## src/rtl/tdpt_pkg.sv

```systemverilog
// types shared by the trial division prime test block
// controller state, datapath commands and datapath status
`timescale 1ns / 1ps

package tdpt_pkg;

  typedef enum logic [2:0] {
    S_IDLE,
    S_TEST,
    S_DIV,
    S_EVAL,
    S_OUT
  } state_t;

  // commands from the controller to the datapath
  typedef struct packed {
    logic load;       // capture the candidate, divisor back to two
    logic start_div;  // begin a remainder pass for the current divisor
    logic step;       // one restoring division bit
    logic next_d;     // advance the divisor by one
  } cmd_t;

  // status from the datapath to the controller
  typedef struct packed {
    logic below_two;  // candidate below two
    logic last_bit;   // this step is the final division bit
    logic rem_zero;   // remainder of the finished pass is zero
    logic d_gt_q;     // divisor exceeds the quotient, search is over
  } sts_t;

  localparam int unsigned OUT_TDATA_W = 8;

endpackage

```

## src/rtl/tdpt_ctrl.sv

```systemverilog
// controller: sequences the divisor search and holds the result register
// depends on tdpt_pkg for the state type and the command and status structs
`timescale 1ns / 1ps

module tdpt_ctrl (
  input  logic           clk,
  input  logic           rst_n,
  input  logic           in_tvalid,
  output logic           in_tready,
  output logic           out_tvalid,
  input  logic           out_tready,
  output logic           out_is_prime,
  output tdpt_pkg::cmd_t cmd,
  input  tdpt_pkg::sts_t sts
);

  tdpt_pkg::state_t state_r, state_nxt;
  logic verdict_r, verdict_nxt;
  logic out_tvalid_r, out_tvalid_nxt;
  logic out_is_prime_r, out_is_prime_nxt;
  logic out_free;

  assign out_free = !out_tvalid_r || out_tready;

  // next state
  always_comb begin
    state_nxt   = state_r;
    verdict_nxt = verdict_r;
    case (state_r)
      tdpt_pkg::S_IDLE: begin
        if (in_tvalid) state_nxt = tdpt_pkg::S_TEST;
      end
      tdpt_pkg::S_TEST: begin
        if (sts.below_two) begin
          verdict_nxt = 1'b0;
          state_nxt   = tdpt_pkg::S_OUT;
        end else begin
          state_nxt = tdpt_pkg::S_DIV;
        end
      end
      tdpt_pkg::S_DIV: begin
        if (sts.last_bit) state_nxt = tdpt_pkg::S_EVAL;
      end
      tdpt_pkg::S_EVAL: begin
        if (sts.d_gt_q) begin
          verdict_nxt = 1'b1;
          state_nxt   = tdpt_pkg::S_OUT;
        end else if (sts.rem_zero) begin
          verdict_nxt = 1'b0;
          state_nxt   = tdpt_pkg::S_OUT;
        end else begin
          state_nxt = tdpt_pkg::S_DIV;
        end
      end
      tdpt_pkg::S_OUT: begin
        if (out_free) state_nxt = tdpt_pkg::S_IDLE;
      end
      default: state_nxt = tdpt_pkg::S_IDLE;
    endcase
  end

  // outputs
  always_comb begin
    cmd              = '0;
    in_tready        = 1'b0;
    out_tvalid_nxt   = out_tvalid_r && !out_tready;
    out_is_prime_nxt = out_is_prime_r;
    case (state_r)
      tdpt_pkg::S_IDLE: begin
        in_tready = 1'b1;
        cmd.load  = in_tvalid;
      end
      tdpt_pkg::S_TEST: begin
        cmd.start_div = !sts.below_two;
      end
      tdpt_pkg::S_DIV: begin
        cmd.step = 1'b1;
      end
      tdpt_pkg::S_EVAL: begin
        // no divisor hit yet: try the next one
        if (!sts.d_gt_q && !sts.rem_zero) begin
          cmd.next_d    = 1'b1;
          cmd.start_div = 1'b1;
        end
      end
      tdpt_pkg::S_OUT: begin
        if (out_free) begin
          out_tvalid_nxt   = 1'b1;
          out_is_prime_nxt = verdict_r;
        end
      end
      default: cmd = '0;
    endcase
  end

  always_ff @(posedge clk) begin
    if (!rst_n) begin
      state_r      <= tdpt_pkg::S_IDLE;
      out_tvalid_r <= 1'b0;
    end else begin
      state_r      <= state_nxt;
      out_tvalid_r <= out_tvalid_nxt;
    end
  end

  always_ff @(posedge clk) begin
    verdict_r      <= verdict_nxt;
    out_is_prime_r <= out_is_prime_nxt;
  end

  assign out_tvalid   = out_tvalid_r;
  assign out_is_prime = out_is_prime_r;

endmodule

```

## config.mk

```make
export PLATFORM = sky130hd
export DESIGN_NAME = tdpt_ctrl
export DESIGN_NICKNAME = d
export VERILOG_FILES = /design/src/rtl/tdpt_pkg.sv /design/src/rtl/tdpt_ctrl.sv
export SDC_FILE = /design/constraint.sdc
export NUM_CORES = 1
export LEC_CHECK = 0
export ABC_AREA = 1
export BUFFER_PORTS_ARGS = -buffer_cell sky130_fd_sc_hd__buf_2
export CAP_MARGIN = 20
export CORE_AREA = 2 2 39 41
export CTS_CLUSTER_DIAMETER = 30
export DETAILED_ROUTE_END_ITERATION = 16
export DIE_AREA = 0 0 41 43
export SETUP_SLACK_MARGIN = 0.05
export SLEW_MARGIN = 20
export SYNTH_ARGS = -nofsm -noshare
export SYNTH_HDL_FRONTEND = slang
export SYNTH_SLANG_ARGS = --single-unit
```

## constraint.sdc

```tcl
create_clock -name clk -period 2.19 [get_ports clk]
set_input_delay 0.3285 -clock clk [delete_from_list [all_inputs] [get_ports clk]]
set_output_delay 0.3285 -clock clk [all_outputs]
set_load 0.01 [all_outputs]
```

* Word-level counts from Yosys, hierarchy flattened
Cells that the tools add are included.
** Word-level totals
- Bits in registers :: 6
- Bits of input ports :: 8
- Output and inout port bits :: 7
- Word-level logic and storage cells :: 45
** Operators by class
- Equal/unequal tests :: 9
- Multiplexer cells :: 19
- Reductions and logical operators :: 13
** Operators by type and width (count)
- $mux 3 :: 6
- $pmux 3 s5 :: 1
- $mux 1 :: 10
- $ne 2x2->1 const B :: 4
- $eq 3x2->1 const B :: 2
- $reduce_and 3->1 :: 2
- $logic_not 1->1 :: 5
- $pmux 1 s2 :: 2
- $eq 3x1->1 const B :: 1
- $eq 3x3->1 const B :: 1
- $logic_not 3->1 :: 1
- $ne 3x3->1 const B :: 1
- $logic_and 1x1->1 :: 2
- $reduce_and 2->1 :: 1
- $reduce_bool 2->1 :: 1
- $logic_or 1x1->1 :: 1

* Depth between registers and ports, before layout
Gate-level depths: netlist of run 1.
- Depth after elaboration :: 4
- Depth in mapped cells :: 6
- Gate-level depth less buffers :: 6

* Worst setup path after synthesis of run 1
No wires, ideal clock.
- Path kind :: reg-to-output
- Start :: register state_r[2]
- End :: output port cmd[3] (netlist bit)
- Data arrival time :: 775 ps
- Data required time :: 1862 ps
- Setup slack :: 1087 ps
- Stages on the path, launching flop included :: 4
- Buffers on the path :: 0
- Cell sequence :: dfxtp_1 nor2_2 nand2_1 nor2_1
** RTL lines
- from (decl) :: line tdpt_ctrl.sv:17 : tdpt_pkg::state_t state_r, state_nxt;
- from (signal assigned) :: line tdpt_ctrl.sv:98 : state_r <= tdpt_pkg::S_IDLE;
- from (signal assigned) :: line tdpt_ctrl.sv:101 : state_r <= state_nxt;
- to (decl) :: line tdpt_ctrl.sv:13 : output tdpt_pkg::cmd_t cmd,

==> results.md, run 1 <==
- Outcome: completed
- Initial Utilization: around a quarter
- Via/cell ratio: 4.05
- Share of the yosys chip area belonging to registers: a little over two fifths
- Final Max Tran Viols: 0
- CTS Hold Bufs: 0
- Max_cap viols: 0
- Antenna viol nets, final: 0
- Synth Area in Compound Gates: 3.09%
- Maximum VDD drop: roughly 0.00025 V
- Vias in the first global route: about 300
- Post-synth top area share: 24.7%
- Xor/xnor share of the synthesized area: 0%
- Post-CTS setup buffers: 0
- RSZ-0062 raised after global routing: no
- Gpl congestion: 0.771
- TritonCTS Buffers: 3
- Slew headroom: roughly 84%
- # setup viols final: 0
- Synth async-reset ratio: 0%
- Critical Path RT: about 1900 ps
- Post-CTS resize count: 0
- Critical path peak fanout: 6
- TritonCTS clock tree: yes
- Placed Instances: 77
- Leakage: about 0.26 nW
- Antenna cells: 0
- Crit path capture type: primary output
- Mux cell area share after synthesis: 0%
- Final wirelength: a little over 600 um
- Overall power: 0.310 mW
- Average wire per standard cell: between 7 and 8 um
- Synth unique cells: 13
- CTS max path bufs: 2
- Post-synth top area cell: dfxtp_1
- Area contributors post-synth: dfxtp_1 25%, edfxtp_1 19%, inv_1 14%
- Worst-margin pin slew: 240 ps
- Via count: approximately 330
- Critical path class: reg2out
- Die area: approximately 0.0018 mm^2
- Nets: 74
- Core Region: 0.00138 mm^2
- Skew-Pair Late Insertion Delay: ~250 ps
- R2R Path Start: state_r[1]$_SDFFE_PN0P_
- Syn avg cell area: ~6.9 um^2
- First DRT Iteration DRCs: 3
- Number of synthesized register bits: 6
- GRT overflow: 0
- Fin. Hold Viols: 0
- Ys flop type: dfxtp_1
- DR top layer: met3
- Boundary pin count: 15
- Layout cells sized above 1: between 30 and 40%
- M1 WL: 306 um
- Total track usage: just over 10%
- Worst Hold Slack: slightly above 300 ps
- Clock sink count: 6
- FMAX: 690 MHz
- Main combinational cell family by area after synthesis: simple AND/OR/NAND/NOR gates
- CTS clock-pin slew for the worst setup and hold paths: 40 ps
- Cell count after synthesis: 47
- Largest net degree at the start of global routing: 7
- Tcrit/Tclk final: about 66%
- Hold path startpoint: rst_n
- HP Class: in2reg
- Synthesized Nets: 55
- Final Non-Filler Cells: slightly above 80
- Port bufs: 14
- Met2 WL: between 200 and 300 um
- Power Density: 705 mW/mm^2
- DRT Pass-1 Iters: 2
- CP Launch Type: register
- Setup Skew: roughly 7.8 ps
- H-tree Lvls: 1
- DIE WIDTH: around 41 um
- Layout Area Growth over Synthesis: 35.9%
- Drc violations: 0
- DP Area: about 410 um^2
- DP Wirelength: just over 500 um
- First-pass GRT wire length: 1180 um
- Simple-gate area share of the yosys netlist: 39.8%
- Tmin final: ~1400 ps
- Post-synth EDFFs: 2
- Worst Setup SP: state_r[2]$_SDFFE_PN0P_
- Ys Warns: 0
- Die Height: roughly 43 um
- Count leader, synth: inv_1
- Synth top cells by count: 12 x inv_1, 8 x nand2_1, 6 x nand3_1, 6 x nor2_1, 4 x dfxtp_1
- Initial antenna violation count: 0
- Setup TNS Final: 0 ps
- Synthesized cell area: around 320 um^2
- Met3 Wirelength: approximately 40 um
- Row Count: 14
- Worst Path Arrival: approximately 1100 ps
- CTS Root Cell: clkbuf_4
- Design Area, Final: about 440 um^2
- Synth Area in Adders: 0%
## area by class of cell
type	instances	area [um^2]
clock buffer	4	26.3
fill	161	943
inverter	12	45.0
multi-input combinational	29	139
sequential	6	140
tap	16	20.0
timing repair buffer	14	70.1
## layout by cell type (no fill, tap or decap), types with 2 or more instances in the layout
cell type  netlist  final
clkbuf_4         0      3
dfxtp_1          4      4
edfxtp_1         2      2
nor2_1           6      6
nand2_1          8      8
nand3_1          6      6
nor2_2           3      3
buf_2            0     14
inv_1           12     12
## per-layer routing
layer | GRT usage [%] | vias up
li1 | - | 179
met1 | 12.0 | 140
met2 | 14.4 | 9
met3 | 7.85 | 0
met4 | 2.00 | 0
met5 | 0 | -
## path summary, 6_finish.rpt
path                            cells after the start                 endpoint  slack, ps
worst max-delay path                                4                   cmd[3]        740
worst min-delay path                                3  state_r[2]$_SDFFE_PN0P_        310
worst max register to register                      4  verdict_r$_SDFFCE_PP0P_       1170
worst min register to register                      0   out_is_prime$_DFFE_PP_        420
## where the power goes
group	switching [mW]	internal (mW)	total, mW	leakage (nW)
Sequential	0.00884	0.124	0.133	0.0512
Clock	0.0418	0.0691	0.111	0.0150
Combinational	0.0382	0.0281	0.0663	0.194
Total	0.0889	0.221	0.310	0.260
## flip-flops by register name, indices dropped and copies added, names as in the netlist
register	cells
state_r	3
verdict_r	1
out_tvalid	1
out_is_prime	1
## stage by stage
stage / setup WS [ps] / util [%]
finish: 740 / 31.8
global route: 605 / 31.8
CTS: 722 / 31.8
detailed placement: 994 / 29.9
global placement: 1010 / 29.9
floorplan: 1090 / -
## critical path, cell delays in order, from the launching register on
cell	delay, ps
dfxtp_1	370
nor2_2	210
nand2_1	90
nor2_1	90
buf_2	130
## cell families after synthesis
kind of cell,Yosys count
compound gates,2
buf+inv,12
flops,6
simple gates,27
No activity file was read; power rests on OpenSTA's default activity.
==> run 2, diff against run 1 <==
- clock period: 2.19 -> 1.2 ns (I/O delays scaled with it)
==> run 2 against run 1 <==
The run now ends with setup timing left; total power up 90%; routed wire length up 1.8%; hold slack worse by 150 ps; largest cell class is now multi-input gates; largest power group unchanged; highest routed layer is now met4.
==> results.md, run 2 (synthesis results as in run 1) <==
- Drc violations: 0 (unchanged)
- CTS Hold Bufs: 0 (unchanged)
- HP Class: in2reg
- Design Area, Final: 474 um^2 (+7.7%)
- Die Height: 43 um (unchanged)
- Nets: 75 (+1.4%)
- Grt met3 use: 7.85% (unchanged)
- Critical path peak fanout: 4 (-2)
- DIE WIDTH: 41 um (unchanged)
- Reg2Reg Depth: 4 (unchanged)
- Skew-Pair Late Insertion Delay: 250 ps (about the same)
- First DRT Iteration DRCs: 7 (+4)
- Final Non-Filler Cells: 82 (+1.2%)
- Total track usage: 10.3% (+0.10 points)
- # fillers: 157 (-2.5%)
- Leakage: 0.269 nW (+3.5%)
- DRT Pass-1 Iters: 2 (unchanged)
- Setup TNS Final: -20.6 ps (-20.6 ps)
- Grt met2 use: 14.7% (+0.31 points)
- Boundary pin count: 15 (unchanged)
- CTS max path bufs: 2 (unchanged)
- Layout Area Growth over Synthesis: 46.3%
- Most frequent cells in the layout: 14 x buf_2, 11 x inv_1, 6 x nor2_1, 6 x nand2_1, 6 x nand3_1
- # setup viols final: 3 (+3)
- Setup Skew: 8.91 ps (+1.07 ps)
- Initial antenna violation count: 0 (unchanged)
- Tmin final: between 1000 and 1500 ps
- Gpl congestion: 0.771 (about the same)
- Antenna viol nets, final: 0 (unchanged)
- Fin. Hold Viols: 0 (unchanged)
- Core Region: 0.00138 mm^2 (unchanged)
- DP Wirelength: 512 um (about the same)
- Slew headroom: 86.7% (+2.7 points)
- Die area: 0.00176 mm^2 (unchanged)
- DP Area: 414 um^2 (unchanged)
- Via count: 338 (+3.0%)
- TritonCTS clock tree: yes
- Vias in the first global route: 309 (unchanged)
- TritonCTS Buffers: 3 (unchanged)
- GRT overflow: 0 (unchanged)
- Average wire per standard cell: 7.72 um (+0.53%)
- FMAX: around 800 MHz
- Clock sink count: 6 (unchanged)
- Final wirelength: 633 um (+1.8%)
- Critical Path RT: 1020 ps (-840 ps)
- M1 GR Usage: 11.0% (-0.97 points)
- Max reg flops: 3 (unchanged)
- Placed Instances: 77 (unchanged)
- Worst-margin pin slew: 199 ps (-41.1 ps)
- Hold Path Depth: 3 (unchanged)
- Antenna cells: 0 (unchanged)
- Worst Path Arrival: 1040 ps (-80 ps)
- H-tree Lvls: 1 (unchanged)
- GRT busiest layer: met2
- Overall power: 0.590 mW (+90%)
- RSZ-0062 raised after global routing: yes
- Max_cap viols: 0 (unchanged)
- Row Count: 14 (unchanged)
- Tcrit/Tclk final: 101%
- Final WS setup: -17.4 ps (-757 ps)
- Via/cell ratio: 4.12 (+1.8%)
- Largest net degree at the start of global routing: 7 (unchanged)
- CTS Root Cell: clkbuf_4
- Critical-path cell list: inv_2 -> nor2_4 -> nand3b_1 -> nand2_1 -> buf_2
- Worst path max stage delay: 370 ps (about the same)
- Maximum VDD drop: 0.000537 V (+120%)
- First-pass GRT wire length: 1170 um (-1.1%)
- Crit path capture type: primary output
- Reg with most FFs: state_r
- CP Launch Type: register
- Final Max Tran Viols: 0 (unchanged)
- Outcome: finished, violations left
- Layout cells sized above 1: 42.4% (+10 points)
- Initial Utilization: 23.4% (unchanged)
- Power Density: 1240 mW/mm^2 (+77%)
- Failing checks: setup timing
- Worst path slowest cell: dfxtp_4
- Port bufs: 14 (unchanged)
- CTS clock-pin slew for the worst setup and hold paths: 40 ps (about the same)
- Critical path class: reg2out
- Most common cell after layout, fill and taps aside: buf_2
-- run 2: layout make-up --
type                            instances  area, um^2  share of cell area, %
Inverter                               12        45.0                   9.50
Clock buffer                            4        26.3                   5.54
Tap cell                               16        20.0                   4.22
Sequential cell                         6         151                   31.9
Multi-Input combinational cell         29         154                   32.5
Timing Repair Buffer                   15        77.6                   16.4
-- run 2: power by group --
group	internal (mW)	switching (mW)	total [mW]
Combinational	0.0655	0.0749	0.140
Sequential	0.228	0.0208	0.249
Clock	0.126	0.0748	0.201
Total	0.420	0.171	0.590
-- run 2: what timing repair did --
action,4_1_cts,5_1_grt
pin swaps,0,2
resized for setup,6,5
endpoints found under the setup margin,5,5
setup buffers,1,0
-- run 2: per-layer routing --
layer  part of all wire (%)  vias up  wire length (um)
met5                      0        -                 0
met4                   0.63        0                 4
met3                    9.8        2                62
met2                     48       12               301
met1                     42      144               264
li1                       -      180                 -
-- run 2: path summary, 6_finish.rpt --
kind / start / end / slack, ps
max: state_r[0]$_SDFFE_PN0P_ / cmd[2] / -20
min: rst_n / state_r[2]$_SDFFE_PN0P_ / 150
max reg2reg: state_r[0]$_SDFFE_PN0P_ / verdict_r$_SDFFCE_PP0P_ / 210
min reg2reg: verdict_r$_SDFFCE_PP0P_ / out_is_prime$_DFFE_PP_ / 420
-- run 2: stage by stage --
step                hold WS [ps]  util (%)  setup slack (ps)
finish                       152      34.3             -17.4
global route                 150      34.3              -127
CTS                          143      33.4             -43.5
detailed placement           397      29.9               151
global placement             398      29.9               170
floorplan                    278         -               242
-- run 2: worst max-delay path: cells and delay by family, from the launching register on --
| kind | cells | cell delay [ps] |
|---|---|---|
| simple gates | 3 | 260 |
| buf+inv | 2 | 170 |
| flops | 1 | 370 |
==> run 3, diff against run 2 <==
- PLACE_DENSITY_LB_ADDON: not set -> 0.12
==> run 3 against run 2 <==
The run still ends with setup timing left; utilization grew 0.72 points; routed wire length rose by 12%; combinational power increased by 6%; fmax up 0.67%; highest routed layer is now met3; via count grew 1.5%; die area unchanged; sequential share of layout area shrank 1.2 points.
==> results.md, run 3 (synthesis results as in run 1) <==
- DRT Pass-1 Iters: 4 (+2)
- Row Count: 14 (unchanged)
- Failing checks: setup timing
- HP Class: in2reg
- TritonCTS Buffers: 3 (unchanged)
- Nets: 77 (+2.7%)
- Worst-margin pin slew: 182 ps (-17.4 ps)
- Clock sink count: 6 (unchanged)
- Critical path class: reg2out
- Maximum VDD drop: 0.000531 V (-1.3%)
- CTS clock-pin slew for the worst setup and hold paths: 40 ps (about the same)
- Initial Utilization: 23.4% (unchanged)
- Port bufs: 14 (unchanged)
- Skew-Pair Late Insertion Delay: 250 ps (about the same)
- Final WS setup: -9.30 ps (+8.10 ps)
- # setup viols final: 2 (-1)
- Final Non-Filler Cells: 84 (+2.4%)
- Critical-path cell list: inv_1 -> nor2_2 -> nand3b_1 -> nand2_1 -> buf_2
- TritonCTS clock tree: yes
- Power Density: 1240 mW/mm^2 (-0.66%)
- Slew headroom: 87.9% (+1.2 points)
- Max_cap viols: 0 (unchanged)
- CTS max path bufs: 2 (unchanged)
- Placed Instances: 77 (unchanged)
- Crit path capture type: primary output
- Via count: 343 (+1.5%)
- DIE WIDTH: 41 um (unchanged)
- Boundary pin count: 15 (unchanged)
- Critical Path RT: 1020 ps (about the same)
- Outcome: finished, violations left
- First DRT Iteration DRCs: 5 (-2)
- Worst Hold Slack: 152 ps (-0.0710 ps)
- Largest net degree at the start of global routing: 7 (unchanged)
- Leakage: 0.277 nW (+2.9%)
- Die Height: 43 um (unchanged)
- First-pass GRT wire length: 1200 um (+2.9%)
- Core Region: 0.00138 mm^2 (unchanged)
- Most frequent cells in the layout: 14 x buf_2, 12 x inv_1, 6 x nand2_1, 6 x nand3_1, 5 x nor2_1
- Worst Path Arrival: 1030 ps (about the same)
- Drc violations: 0 (unchanged)
- DP Wirelength: 550 um (+7.4%)
- Max reg flops: 3 (unchanged)
- Vias in the first global route: 319 (+3.2%)
- FMAX: 827 MHz (+0.67%)
- Layout cells sized above 1: 44.1% (+1.7 points)
- Via/cell ratio: 4.08 (-0.94%)
- Setup Skew: 10.0 ps (+1.13 ps)
- Fin. Hold Viols: 0 (unchanged)
- Worst path slowest cell: dfxtp_4
- Antenna viol nets, final: 0 (unchanged)
- Die area: 0.00176 mm^2 (unchanged)
- Average wire per standard cell: 8.45 um (+9.5%)
- Most common cell after layout, fill and taps aside: buf_2
- Final wirelength: 710 um (+12%)
- RSZ-0062 raised after global routing: yes
- Crit path buf inv count: 2 (unchanged)
- Critical path peak fanout: 4 (unchanged)
- CP Launch Type: register
- Initial antenna violation count: 0 (unchanged)
- Tcrit/Tclk final: 101% (-0.68 points)
- Worst path max stage delay: 370 ps (about the same)
- Antenna cells: 0 (unchanged)
- Reg with most FFs: state_r
- CP delay by family, top: flip-flops
- Overall power: 0.599 mW (+1.4%)
- Layout Area Growth over Synthesis: 49.4%
- CTS Root Cell: clkbuf_4
- Final Max Tran Viols: 0 (unchanged)
- GRT overflow: 0 (unchanged)
- Gpl congestion: 0.676 (-12%)
- Total track usage: 10.6% (+0.37 points)
- Tmin final: 1210 ps (-8.10 ps)
- H-tree Lvls: 1 (unchanged)
[run 3: repair_timing]
item | 4_1_cts | 5_1_grt
gates resized for setup | 7 | 2
hold buffers | 0 | 0
pin swaps | 1 | 0
endpoints found under the setup margin | 5 | 5
buffers inserted | 1 | 2
[run 3: metrics by stage]
step | setup WS, ps | setup TNS [ps] | util, % | area, um^2
finish | -9.30 | -10.5 | 35.0 | 484
global route | -104 | -335 | 35.0 | 484
CTS | -20.7 | -30.9 | 33.5 | 464
detailed placement | 142 | 0 | 29.9 | 414
global placement | 133 | 0 | 29.9 | 414
floorplan | 242 | 0 | - | 324
[run 3: layout make-up]
cell class / instances / area [um^2]
Clock buffer: 4 / 26.3
Fill cell: 163 / 900
Inverter: 12 / 45.0
Multi-Input combinational cell: 29 / 151
Sequential cell: 6 / 149
Tap cell: 16 / 20.0
Timing Repair Buffer: 17 / 92.6
[run 3: path summary, 6_finish.rpt]
path / from / end / slack, ps / cells past startpoint
min reg2reg: verdict_r$_SDFFCE_PP0P_ / out_is_prime$_DFFE_PP_ / 430 / 0
max reg2reg: state_r[0]$_SDFFE_PN0P_ / state_r[1]$_SDFFE_PN0P_ / 220 / 7
max: state_r[0]$_SDFFE_PN0P_ / cmd[2] / -9 / 5
min: rst_n / state_r[2]$_SDFFE_PN0P_ / 150 / 3
[run 3: layer usage]
metal  GRT usage, %  vias up  part of all wire (%)
met5              0        -                     0
met3           7.85        0                   8.2
met1           10.6      146                    41
met2           16.3       11                    51
met4           4.00        0                     0
li1               -      186                     -
[run 3: where the power goes]
part | internal, mW | switching, mW
combinational | 0.0679 | 0.0798
clock | 0.126 | 0.0775
sequential | 0.228 | 0.0188
total | 0.423 | 0.176
[run 3: worst reg2reg max path, delay by kind of cell, from the launching register on]
kind	cells	cell delay, ps
and+or+nand+nor	4	320
DFF	1	370
buffers and inverters	3	230
